`config.mk`:
```
export PLATFORM = sky130hd
export DESIGN_NAME = hsv_to_rgb_converter
export DESIGN_NICKNAME = d
export VERILOG_FILES = /design/src/rtl/hsv2rgb_pkg.sv /design/src/rtl/hsv2rgb_sector.sv /design/src/rtl/hsv2rgb_mult.sv /design/src/rtl/hsv2rgb_scale.sv /design/src/rtl/hsv2rgb_mux.sv /design/src/rtl/hsv_to_rgb_converter.sv
export VERILOG_INCLUDE_DIRS = /design/src /design/src/rtl
export SDC_FILE = /design/constraint.sdc
export NUM_CORES = 2
export LEC_CHECK = 0
export BUFFER_PORTS_ARGS = -buffer_cell sky130_fd_sc_hd__buf_2
export CAP_MARGIN = 15
export CORE_AREA = 4 4 248 250
export DETAILED_ROUTE_END_ITERATION = 16
export DIE_AREA = 0 0 252 254
export GPL_ROUTABILITY_DRIVEN = 0
export HOLD_SLACK_MARGIN = 0.02
export PLACE_DENSITY_LB_ADDON = 0.1
export RECOVER_POWER = 100
export SLEW_MARGIN = 20
export SYNTH_ARGS = -nofsm -noshare
export SYNTH_HDL_FRONTEND = slang
export SYNTH_HIERARCHICAL = 1
export SYNTH_SLANG_ARGS = --single-unit
```
`constraint.sdc`:
```
create_clock -name clk -period 6.88 [get_ports clk]
set_clock_uncertainty 0.2 [all_clocks]
set_input_delay 1.376 -clock clk [delete_from_list [all_inputs] [get_ports clk]]
set_output_delay 1.376 -clock clk [all_outputs]
set_load 0.01 [all_outputs]
```
`src/rtl/assert_macros.svh`:
```
// Assertion macros shared by the converter RTL.
// Depends on clk and rst_n being visible in the module that uses them.
`ifndef ASSERT_MACROS_SVH
`define ASSERT_MACROS_SVH

// Check prop at every rising edge outside reset.
`define HSV_ASSERT(label, prop, msg) \
  label: assert property (@(posedge clk) disable iff (!rst_n) (prop)) else $error(msg);

// Check that cond is never true outside reset.
`define HSV_NEVER(label, cond, msg) \
  label: assert property (@(posedge clk) disable iff (!rst_n) !(cond)) else $error(msg);

`endif

```
`src/rtl/hsv2rgb_pkg.sv`:
```
// Types and constants for the HSV to RGB converter pipeline.
// No dependencies; used by every module of the converter.
`default_nettype none

package hsv2rgb_pkg;

  localparam int HUE_W      = 15;
  localparam int CH_W       = 8;
  localparam int FRAC_W     = 12;
  localparam int PROD_W     = 20;
  localparam int WIDE_W     = 28;
  localparam int PNUM_W     = 16;

  localparam int SECTOR_SPAN   = 3840;
  localparam int FULL_SCALE    = 255;
  localparam int SCALE_PRODUCT = FULL_SCALE * SECTOR_SPAN;
  localparam int MAX_SECTOR    = ((2 ** HUE_W) - 1) / SECTOR_SPAN;

  // floor(x / 255) for x < 2^16: (x * P_RECIP) >> 24
  localparam logic [16:0] P_RECIP = 17'd65794;
  localparam int          P_SHIFT = 24;
  // floor(x / 979200) = floor((x >> 8) / 3825); (y * Q_RECIP) >> 32 for y < 2^20
  localparam int          Q_PRESHIFT = 8;
  localparam logic [20:0] Q_RECIP    = 21'd1122868;
  localparam int          Q_SHIFT    = 32;

  typedef enum logic [3:0] {
    SECT_0 = 4'd0,
    SECT_1 = 4'd1,
    SECT_2 = 4'd2,
    SECT_3 = 4'd3,
    SECT_4 = 4'd4,
    SECT_5 = 4'd5,
    SECT_6 = 4'd6,
    SECT_7 = 4'd7,
    SECT_8 = 4'd8
  } sector_t;

  typedef struct packed {
    sector_t             sector;
    logic [FRAC_W-1:0]   frac;
    logic [CH_W-1:0]     sat;
    logic [CH_W-1:0]     val;
  } s1_t;

  typedef struct packed {
    sector_t             sector;
    logic [PROD_W-1:0]   keep_q;
    logic [PROD_W-1:0]   keep_t;
    logic [CH_W-1:0]     p;
    logic [CH_W-1:0]     val;
  } s3_t;

  typedef struct packed {
    sector_t             sector;
    logic [CH_W-1:0]     q;
    logic [CH_W-1:0]     t;
    logic [CH_W-1:0]     p;
    logic [CH_W-1:0]     val;
  } s5_t;

endpackage

`default_nettype wire

```
`src/rtl/hsv2rgb_sector.sv`:
```
// Stage 1: split the hue into sector and fraction over one 60 degree span.
// Depends on hsv2rgb_pkg.
`default_nettype none

module hsv2rgb_sector
  import hsv2rgb_pkg::*;
(
  input  wire logic              clk,
  input  wire logic              rst_n,
  input  wire logic              in_valid,
  output logic                   in_ready,
  input  wire logic [HUE_W-1:0]  in_hue,
  input  wire logic [CH_W-1:0]   in_sat,
  input  wire logic [CH_W-1:0]   in_val,
  output logic                   out_valid,
  input  wire logic              out_ready,
  output s1_t                    out_data
);

  logic       v_r;
  s1_t        d_r;
  s1_t        d_nxt;
  logic [3:0] sec_idx;
  logic [HUE_W-1:0] base;
  logic       rdy;

  always_comb begin
    sec_idx = '0;
    base    = '0;
    for (int k = 1; k <= MAX_SECTOR; k++) begin
      if (in_hue >= HUE_W'(k * SECTOR_SPAN)) begin
        sec_idx = 4'(k);
        base    = HUE_W'(k * SECTOR_SPAN);
      end
    end
    d_nxt.sector = sector_t'(sec_idx);
    d_nxt.frac   = FRAC_W'(in_hue - base);
    d_nxt.sat    = in_sat;
    d_nxt.val    = in_val;
  end

  assign rdy      = !v_r || out_ready;
  assign in_ready = rdy;

  always_ff @(posedge clk) begin
    if (!rst_n) begin
      v_r <= 1'b0;
    end else if (rdy) begin
      v_r <= in_valid;
    end
  end

  always_ff @(posedge clk) begin
    if (rdy && in_valid) begin
      d_r <= d_nxt;
    end
  end

  assign out_valid = v_r;
  assign out_data  = d_r;

`include "assert_macros.svh"

  `HSV_ASSERT(a_frac_in_span, v_r |-> (d_r.frac < FRAC_W'(SECTOR_SPAN)), "fraction out of span")

endmodule

`default_nettype wire

```
`src/rtl/hsv2rgb_mult.sv`:
```
// Stages 2 and 3: saturation products, keep factors and the p channel.
// Depends on hsv2rgb_pkg.
`default_nettype none

module hsv2rgb_mult
  import hsv2rgb_pkg::*;
(
  input  wire logic  clk,
  input  wire logic  rst_n,
  input  wire logic  in_valid,
  output logic       in_ready,
  input  s1_t        in_data,
  output logic       out_valid,
  input  wire logic  out_ready,
  output s3_t        out_data
);

  typedef struct packed {
    sector_t           sector;
    logic [PROD_W-1:0] mq;
    logic [PROD_W-1:0] mt;
    logic [PNUM_W-1:0] w;
    logic [CH_W-1:0]   val;
  } s2_t;

  logic              v2_r;
  logic              v3_r;
  s2_t               d2_r;
  s2_t               d2_nxt;
  s3_t               d3_r;
  s3_t               d3_nxt;
  logic [FRAC_W-1:0] rfrac;
  logic [PNUM_W+16:0] pprod;
  logic              rdy2;
  logic              rdy3;

  always_comb begin
    rfrac         = FRAC_W'(SECTOR_SPAN) - in_data.frac;
    d2_nxt.sector = in_data.sector;
    d2_nxt.mq     = PROD_W'(in_data.sat) * PROD_W'(in_data.frac);
    d2_nxt.mt     = PROD_W'(in_data.sat) * PROD_W'(rfrac);
    d2_nxt.w      = PNUM_W'(in_data.val) * PNUM_W'(CH_W'(FULL_SCALE) - in_data.sat);
    d2_nxt.val    = in_data.val;
  end

  always_comb begin
    pprod         = (PNUM_W+17)'(d2_r.w) * (PNUM_W+17)'(P_RECIP);
    d3_nxt.sector = d2_r.sector;
    d3_nxt.keep_q = PROD_W'(SCALE_PRODUCT) - d2_r.mq;
    d3_nxt.keep_t = PROD_W'(SCALE_PRODUCT) - d2_r.mt;
    d3_nxt.p      = pprod[P_SHIFT+CH_W-1:P_SHIFT];
    d3_nxt.val    = d2_r.val;
  end

  assign rdy3     = !v3_r || out_ready;
  assign rdy2     = !v2_r || rdy3;
  assign in_ready = rdy2;

  always_ff @(posedge clk) begin
    if (!rst_n) begin
      v2_r <= 1'b0;
      v3_r <= 1'b0;
    end else begin
      if (rdy2) begin
        v2_r <= in_valid;
      end
      if (rdy3) begin
        v3_r <= v2_r;
      end
    end
  end

  always_ff @(posedge clk) begin
    if (rdy2 && in_valid) begin
      d2_r <= d2_nxt;
    end
    if (rdy3 && v2_r) begin
      d3_r <= d3_nxt;
    end
  end

  assign out_valid = v3_r;
  assign out_data  = d3_r;

`include "assert_macros.svh"

  `HSV_ASSERT(a_p_le_val, v3_r |-> (d3_r.p <= d3_r.val), "p channel exceeds value")

endmodule

`default_nettype wire

```
`src/rtl/hsv2rgb_scale.sv`:
```
// Stages 4 and 5: scale the keep factors by value and divide by 255*3840.
// Depends on hsv2rgb_pkg.
`default_nettype none

module hsv2rgb_scale
  import hsv2rgb_pkg::*;
(
  input  wire logic  clk,
  input  wire logic  rst_n,
  input  wire logic  in_valid,
  output logic       in_ready,
  input  s3_t        in_data,
  output logic       out_valid,
  input  wire logic  out_ready,
  output s5_t        out_data
);

  localparam int Y_W = WIDE_W - Q_PRESHIFT;
  localparam int QP_W = Y_W + 21;

  typedef struct packed {
    sector_t           sector;
    logic [WIDE_W-1:0] xq;
    logic [WIDE_W-1:0] xt;
    logic [CH_W-1:0]   p;
    logic [CH_W-1:0]   val;
  } s4_t;

  logic            v4_r;
  logic            v5_r;
  s4_t             d4_r;
  s4_t             d4_nxt;
  s5_t             d5_r;
  s5_t             d5_nxt;
  logic [QP_W-1:0] qprod;
  logic [QP_W-1:0] tprod;
  logic            rdy4;
  logic            rdy5;

  always_comb begin
    d4_nxt.sector = in_data.sector;
    d4_nxt.xq     = WIDE_W'(in_data.val) * WIDE_W'(in_data.keep_q);
    d4_nxt.xt     = WIDE_W'(in_data.val) * WIDE_W'(in_data.keep_t);
    d4_nxt.p      = in_data.p;
    d4_nxt.val    = in_data.val;
  end

  always_comb begin
    qprod         = QP_W'(d4_r.xq[WIDE_W-1:Q_PRESHIFT]) * QP_W'(Q_RECIP);
    tprod         = QP_W'(d4_r.xt[WIDE_W-1:Q_PRESHIFT]) * QP_W'(Q_RECIP);
    d5_nxt.sector = d4_r.sector;
    d5_nxt.q      = qprod[Q_SHIFT+CH_W-1:Q_SHIFT];
    d5_nxt.t      = tprod[Q_SHIFT+CH_W-1:Q_SHIFT];
    d5_nxt.p      = d4_r.p;
    d5_nxt.val    = d4_r.val;
  end

  assign rdy5     = !v5_r || out_ready;
  assign rdy4     = !v4_r || rdy5;
  assign in_ready = rdy4;

  always_ff @(posedge clk) begin
    if (!rst_n) begin
      v4_r <= 1'b0;
      v5_r <= 1'b0;
    end else begin
      if (rdy4) begin
        v4_r <= in_valid;
      end
      if (rdy5) begin
        v5_r <= v4_r;
      end
    end
  end

  always_ff @(posedge clk) begin
    if (rdy4 && in_valid) begin
      d4_r <= d4_nxt;
    end
    if (rdy5 && v4_r) begin
      d5_r <= d5_nxt;
    end
  end

  assign out_valid = v5_r;
  assign out_data  = d5_r;

`include "assert_macros.svh"

  `HSV_ASSERT(a_q_le_val, v5_r |-> (d5_r.q <= d5_r.val), "q channel exceeds value")
  `HSV_ASSERT(a_t_le_val, v5_r |-> (d5_r.t <= d5_r.val), "t channel exceeds value")

endmodule

`default_nettype wire

```
`src/rtl/hsv2rgb_mux.sv`:
```
// Stage 6: sector mux into the output register.
// Depends on hsv2rgb_pkg.
`default_nettype none

module hsv2rgb_mux
  import hsv2rgb_pkg::*;
(
  input  wire logic        clk,
  input  wire logic        rst_n,
  input  wire logic        in_valid,
  output logic             in_ready,
  input  s5_t              in_data,
  output logic             out_valid,
  input  wire logic        out_ready,
  output logic [CH_W-1:0]  out_red,
  output logic [CH_W-1:0]  out_green,
  output logic [CH_W-1:0]  out_blue
);

  logic            v_r;
  logic [CH_W-1:0] red_r;
  logic [CH_W-1:0] green_r;
  logic [CH_W-1:0] blue_r;
  logic [CH_W-1:0] red_nxt;
  logic [CH_W-1:0] green_nxt;
  logic [CH_W-1:0] blue_nxt;
  logic            rdy;

  always_comb begin
    unique case (in_data.sector)
      SECT_1: begin
        red_nxt = in_data.q; green_nxt = in_data.val; blue_nxt = in_data.p;
      end
      SECT_2: begin
        red_nxt = in_data.p; green_nxt = in_data.val; blue_nxt = in_data.t;
      end
      SECT_3: begin
        red_nxt = in_data.p; green_nxt = in_data.q; blue_nxt = in_data.val;
      end
      SECT_4: begin
        red_nxt = in_data.t; green_nxt = in_data.p; blue_nxt = in_data.val;
      end
      SECT_5: begin
        red_nxt = in_data.val; green_nxt = in_data.p; blue_nxt = in_data.q;
      end
      default: begin
        red_nxt = in_data.val; green_nxt = in_data.t; blue_nxt = in_data.p;
      end
    endcase
  end

  assign rdy      = !v_r || out_ready;
  assign in_ready = rdy;

  always_ff @(posedge clk) begin
    if (!rst_n) begin
      v_r <= 1'b0;
    end else if (rdy) begin
      v_r <= in_valid;
    end
  end

  always_ff @(posedge clk) begin
    if (rdy && in_valid) begin
      red_r   <= red_nxt;
      green_r <= green_nxt;
      blue_r  <= blue_nxt;
    end
  end

  assign out_valid = v_r;
  assign out_red   = red_r;
  assign out_green = green_r;
  assign out_blue  = blue_r;

endmodule

`default_nettype wire

```
`src/rtl/hsv_to_rgb_converter.sv`:
```
// HSV to RGB converter, top level: six-stage pipeline of the stage modules.
// Depends on hsv2rgb_pkg, hsv2rgb_sector, hsv2rgb_mult, hsv2rgb_scale, hsv2rgb_mux.
//
// Usage:
//   Input channel in_valid/in_ready carries one HSV pixel per item: in_hue
//   (degrees, 6 fraction bits), in_sat and in_val (255 = 1.0).
//   Output channel out_valid/out_ready carries one RGB pixel per item:
//   out_red, out_green, out_blue, truncated 8-bit.
//   Path: an accepted item passes the registers of stages 1 to 6 in order;
//   out_valid rises once the stage 6 output register holds it.
//   Throughput: one item per cycle while out_ready is high; each stage holds
//   one item, and the stage 2 to 5 multipliers take a new operand each cycle.
//   Stalls: every stage has its own valid bit and takes a new item when it
//   is empty or its successor takes its item, so empty stages fill up while
//   out_ready is low; in_ready drops only once all six stages hold items.
//   Items are never dropped or repeated across a stall.
//   Reset: rst_n low at a rising edge empties the pipeline; in_ready is
//   high in the first cycle after reset.
`default_nettype none

module hsv_to_rgb_converter
  import hsv2rgb_pkg::*;
(
  input  wire logic              clk,
  input  wire logic              rst_n,
  input  wire logic              in_valid,
  output logic                   in_ready,
  input  wire logic [HUE_W-1:0]  in_hue,
  input  wire logic [CH_W-1:0]   in_sat,
  input  wire logic [CH_W-1:0]   in_val,
  output logic                   out_valid,
  input  wire logic              out_ready,
  output logic [CH_W-1:0]        out_red,
  output logic [CH_W-1:0]        out_green,
  output logic [CH_W-1:0]        out_blue
);

  s1_t  s1_data;
  s3_t  s3_data;
  s5_t  s5_data;
  logic s1_valid;
  logic s1_ready;
  logic s3_valid;
  logic s3_ready;
  logic s5_valid;
  logic s5_ready;

  hsv2rgb_sector u_sector (
    .clk       (clk),
    .rst_n     (rst_n),
    .in_valid  (in_valid),
    .in_ready  (in_ready),
    .in_hue    (in_hue),
    .in_sat    (in_sat),
    .in_val    (in_val),
    .out_valid (s1_valid),
    .out_ready (s1_ready),
    .out_data  (s1_data)
  );

  hsv2rgb_mult u_mult (
    .clk       (clk),
    .rst_n     (rst_n),
    .in_valid  (s1_valid),
    .in_ready  (s1_ready),
    .in_data   (s1_data),
    .out_valid (s3_valid),
    .out_ready (s3_ready),
    .out_data  (s3_data)
  );

  hsv2rgb_scale u_scale (
    .clk       (clk),
    .rst_n     (rst_n),
    .in_valid  (s3_valid),
    .in_ready  (s3_ready),
    .in_data   (s3_data),
    .out_valid (s5_valid),
    .out_ready (s5_ready),
    .out_data  (s5_data)
  );

  hsv2rgb_mux u_mux (
    .clk       (clk),
    .rst_n     (rst_n),
    .in_valid  (s5_valid),
    .in_ready  (s5_ready),
    .in_data   (s5_data),
    .out_valid (out_valid),
    .out_ready (out_ready),
    .out_red   (out_red),
    .out_green (out_green),
    .out_blue  (out_blue)
  );

endmodule

`default_nettype wire
```
==> results.txt <==
----------------------------------------------------
[Yosys]
  Post-synthesis instance total ... 3751
  EDFF count, synth ... 278
  Flops & latches, synth ... 284
  Post-synthesis instance area ... 38660 um2
  Synth cell types ... 92
  Total of warnings raised by yosys ... 6
  Dominant combinational cell family by area after synthesis ... adder cells
  Post-Syn Area per Cell ... 10.31 um2
  Most used DFF post-synth ... sky130_fd_sc_hd__edfxtp_1
  Simple-gate area share of the yosys netlist ... 13.34%
  Area fraction in compound gates after synthesis ... 6.641%
  Share of synthesized area spent on multiplexers ... 0.1553%
  Share of synthesized registers carrying an async set or reset ... 0%
  XOR/XNOR Fraction of Synth Area ... 3.304%
  Adder and majority cell fraction of the synthesized area ... 45.85%
  Sequential area share after synthesis ... 21.90%
  Syn nets ... 4896

[CTS]
  Hold buffers post-CTS ... 0
  Count of buffers added by post-CTS timing repair for setup ... 0
  Clock tree sinks ... 284
  Clock insertion delay at the later pin of the skew report ... 0.55 ns
  CTS H-tree depth ... 2
  Clock buffer count from CTS ... 35
  CTS tree ... done
  Max Root-Sink Buffers ... 3
  Cts repair resizes ... 0
  Clock-pin slew of the registers on the worst-case setup and hold paths ... 0.06 ns
  Root buffer cell ... sky130_fd_sc_hd__clkbuf_16

[Power and ir drop]
  Part of the power in the clock network ... 8.9%
  Register share of total power ... 15.8%
  Internal portion of total power ... 10.12 mW
  Power spent charging and discharging nets ... 9.344 mW
  Static Leakage ... 19.90 nW
  Peak supply drop ... 0.6555 mV
  Combinational share of power ... 75.4%
  Ratio of total power to cell area ... 478.6 nW/um2
  Proportion of total power due to net switching ... 48.00%

[Global route]
  Vias in the first global route ... 27320
  Initial antenna violation count ... 0
  Wire length of the first global-routing pass ... 132.1 mm
  Remaining global-route overflow ... 0
  Global routing usage summed across all routing layers ... 24.92%
  Maximum number of pins on one net before global-route repair ... 68

[Final layout]
  Layout cells sized above 1 ... 3.208%
  Nets ... 4923
  Area grow syn2layout ... 5.207%
  Most common library cell in the layout ignoring fill and taps ... sky130_fd_sc_hd__inv_1
  Final design area excluding fillers ... 40670 um2
  Most used cells in the layout excluding fill and tap cells ... 786 x sky130_fd_sc_hd__inv_1, 602 x sky130_fd_sc_hd__ha_1, 508 x sky130_fd_sc_hd__fa_1
  Fillcell total ... 4524
  Non-filler cells, final ... 4576
  Final Core Density ... 68.92%
  Area of the multi-input gates ... 26700 um2
  # diodes ... 0
  Flip-flop and latch area ... 8468 um2

[Floorplanning]
  Core footprint ... 59020 um2
  Die Wd ... 252 um
  DIE HEIGHT ... 254 um
  IO Pins ... 61
  Num rows ... 89
  Die ar. ... 64010 um2
  Starting density of the core ... 65.51%

[STA]
  Final Max Tran Viols ... 338
  RSZ-0062 raised after global routing ... no
  Actual transition at the worst max-transition pin ... 3.519 ns
  Fin crit share ... 93.01%
  Max Freq ... 156.3 MHz
  Final total negative setup slack ... 0 ns
  Final-report setup violation count ... 0
  Post-layout min period ... 6.399 ns
  Number of hold violations in the final report ... 0
  Slew margin rel. ... -134.6%

[Route]
  Vias per cell ... 5.626
  Post-DR wirelength/cell ... 16.99 um
  Aggregate routed wire length ... 77.77 mm
  DRC viols ... 0
  Number of detailed-route iterations in the first pass ... 6
  Number of antenna-violating nets in the routed design ... 0
  Iteration-0 DRC Markers ... 1578
  Routed via count ... 25750

[Worst setup path]
  Worst Path Required ... 6.96 ns
  Capturing element type of the critical path ... flip-flop
  Worst Path Max Fanout ... 21
  Launching element type of the critical path ... flip-flop
  Arr. time, crit path ... 6.47 ns
  Crit Path Category ... flip-flop to flip-flop

[Place]
  Number of cells in the design after placement ... 4509
  Placement-stage cell area ... 39700 um2
  Detailed placement HPWL ... 62.41 mm
  # port buffers ... 60

[Job]
  # Max-Cap Violations ... 7

[Worst hold path]
  Worst hold-check path type ... flip-flop to flip-flop

[Status]
  Violated checks ... max-capacitance violations, max-slew violations
  Run status ... finished, violations left

----------------------------------------------------
## cells by family (layout without fill, tap and decap cells)
family / Yosys count / after routing
buffers and inverters: 888 / 940
and+or+nand+nor: 946 / 946
adders and majority gates: 1112 / 1112
muxes: 6 / 6
DFF: 284 / 284
xor gates and xnor gates: 145 / 145
AOI/OAI and AO/OA: 370 / 370
## synthesized netlist by cell type, drive strengths merged, types with 33 or more instances
library cell / n / area (um2)
a21oi: 92 / 475.5
clkbuf: 80 / 300.3
inv: 787 / 2954
ha: 602 / 7532
xor2: 61 / 541.8
nand3: 33 / 165.2
fa: 508 / 10170
nor2: 87 / 326.6
nand2b: 48 / 302.8
nor2b: 63 / 394.1
and2: 329 / 2058
nor3: 43 / 236.5
o21ai: 64 / 331.6
a21o: 40 / 300.3
xnor2: 84 / 735.7
edfxtp: 278 / 8348
nand2: 248 / 930.9
## routing by layer
metal | track usage [%] | vias to the layer above | wire, um
met1 | 34.45 | 12860 | 34620
met5 | 0 | - | 0
met2 | 42.90 | 611 | 37980
li1 | - | 12160 | -
met4 | 6.179 | 0 | 1584
met3 | 2.507 | 112 | 3584
## worst max-delay path, stage by stage, from the launching register on
cell,delay [ns]
sky130_fd_sc_hd__edfxtp_1,0.59
sky130_fd_sc_hd__clkbuf_1,0.87
sky130_fd_sc_hd__nand2_1,0.23
sky130_fd_sc_hd__fa_1,0.59
sky130_fd_sc_hd__fa_1,0.59
sky130_fd_sc_hd__inv_1,0.06
sky130_fd_sc_hd__fa_1,0.51
sky130_fd_sc_hd__fa_1,0.43
sky130_fd_sc_hd__ha_1,0.33
sky130_fd_sc_hd__a2111oi_4,0.29
sky130_fd_sc_hd__o31ai_1,0.13
sky130_fd_sc_hd__o211a_2,0.20
sky130_fd_sc_hd__o31ai_1,0.32
sky130_fd_sc_hd__a21oi_1,0.22
sky130_fd_sc_hd__a21oi_1,0.25
sky130_fd_sc_hd__o21ai_0,0.14
sky130_fd_sc_hd__xor2_1,0.16
## sequential cells by signal, summed over array words and instances (netlist names), 8 cells and up
register / count
u_mult/d2_r: 67
u_scale/d4_r: 60
u_mult/out_data: 59
u_scale/out_data: 36
u_sector/out_data: 32
u_mux/out_blue: 8
u_mux/out_green: 8
u_mux/out_red: 8
## area by class of cell
class | instances | area share (%)
multi-input combinational | 2579 | 65.63
inverter | 787 | 7.263
sequential | 284 | 20.82
timing repair buffer | 91 | 1.230
tap | 773 | 2.378
clock inverter | 22 | 0.4768
clock buffer | 40 | 2.199
## final timing paths
| path | from | depth (start not counted) | end | slack [ns] |
|---|---|---|---|---|
| worst min register to register | u_mult/out_data[10]$_DFFE_PP_ | 0 | u_scale/d4_r[10]$_DFFE_PP_ | 0.22 |
| worst max-delay path | u_mult/out_data[2]$_DFFE_PP_ | 16 | u_scale/d4_r[36]$_DFFE_PP_ | 0.48 |
| worst max register to register | u_mult/out_data[2]$_DFFE_PP_ | 16 | u_scale/d4_r[36]$_DFFE_PP_ | 0.48 |
| worst min-delay path | u_mult/out_data[10]$_DFFE_PP_ | 0 | u_scale/d4_r[10]$_DFFE_PP_ | 0.22 |
## power by group through the flow
stage | Sequential [mW] | Combinational, mW | Clock [mW]
finish | 3.07 | 14.7 | 1.73
global route | 3.10 | 17.1 | 1.85
CTS | 3.07 | 14.9 | 1.78
detailed placement | 3.10 | 14.7 | 0
global placement | 3.09 | 14.0 | 0
floorplan | 2.90 | 11.5 | 0
## stage by stage
step | worst slack [ns] | hold WS (ns) | power, mW
floorplan | 1.024 | 0.2003 | 14.42
global placement | 0.6090 | 0.2015 | 17.08
detailed placement | 0.5023 | 0.2045 | 17.80
CTS | 0.4972 | 0.2172 | 19.70
global route | 0.1200 | 0.2223 | 22.04
finish | 0.4812 | 0.2171 | 19.47
Note: power is estimated with default switching activity, not from simulation.
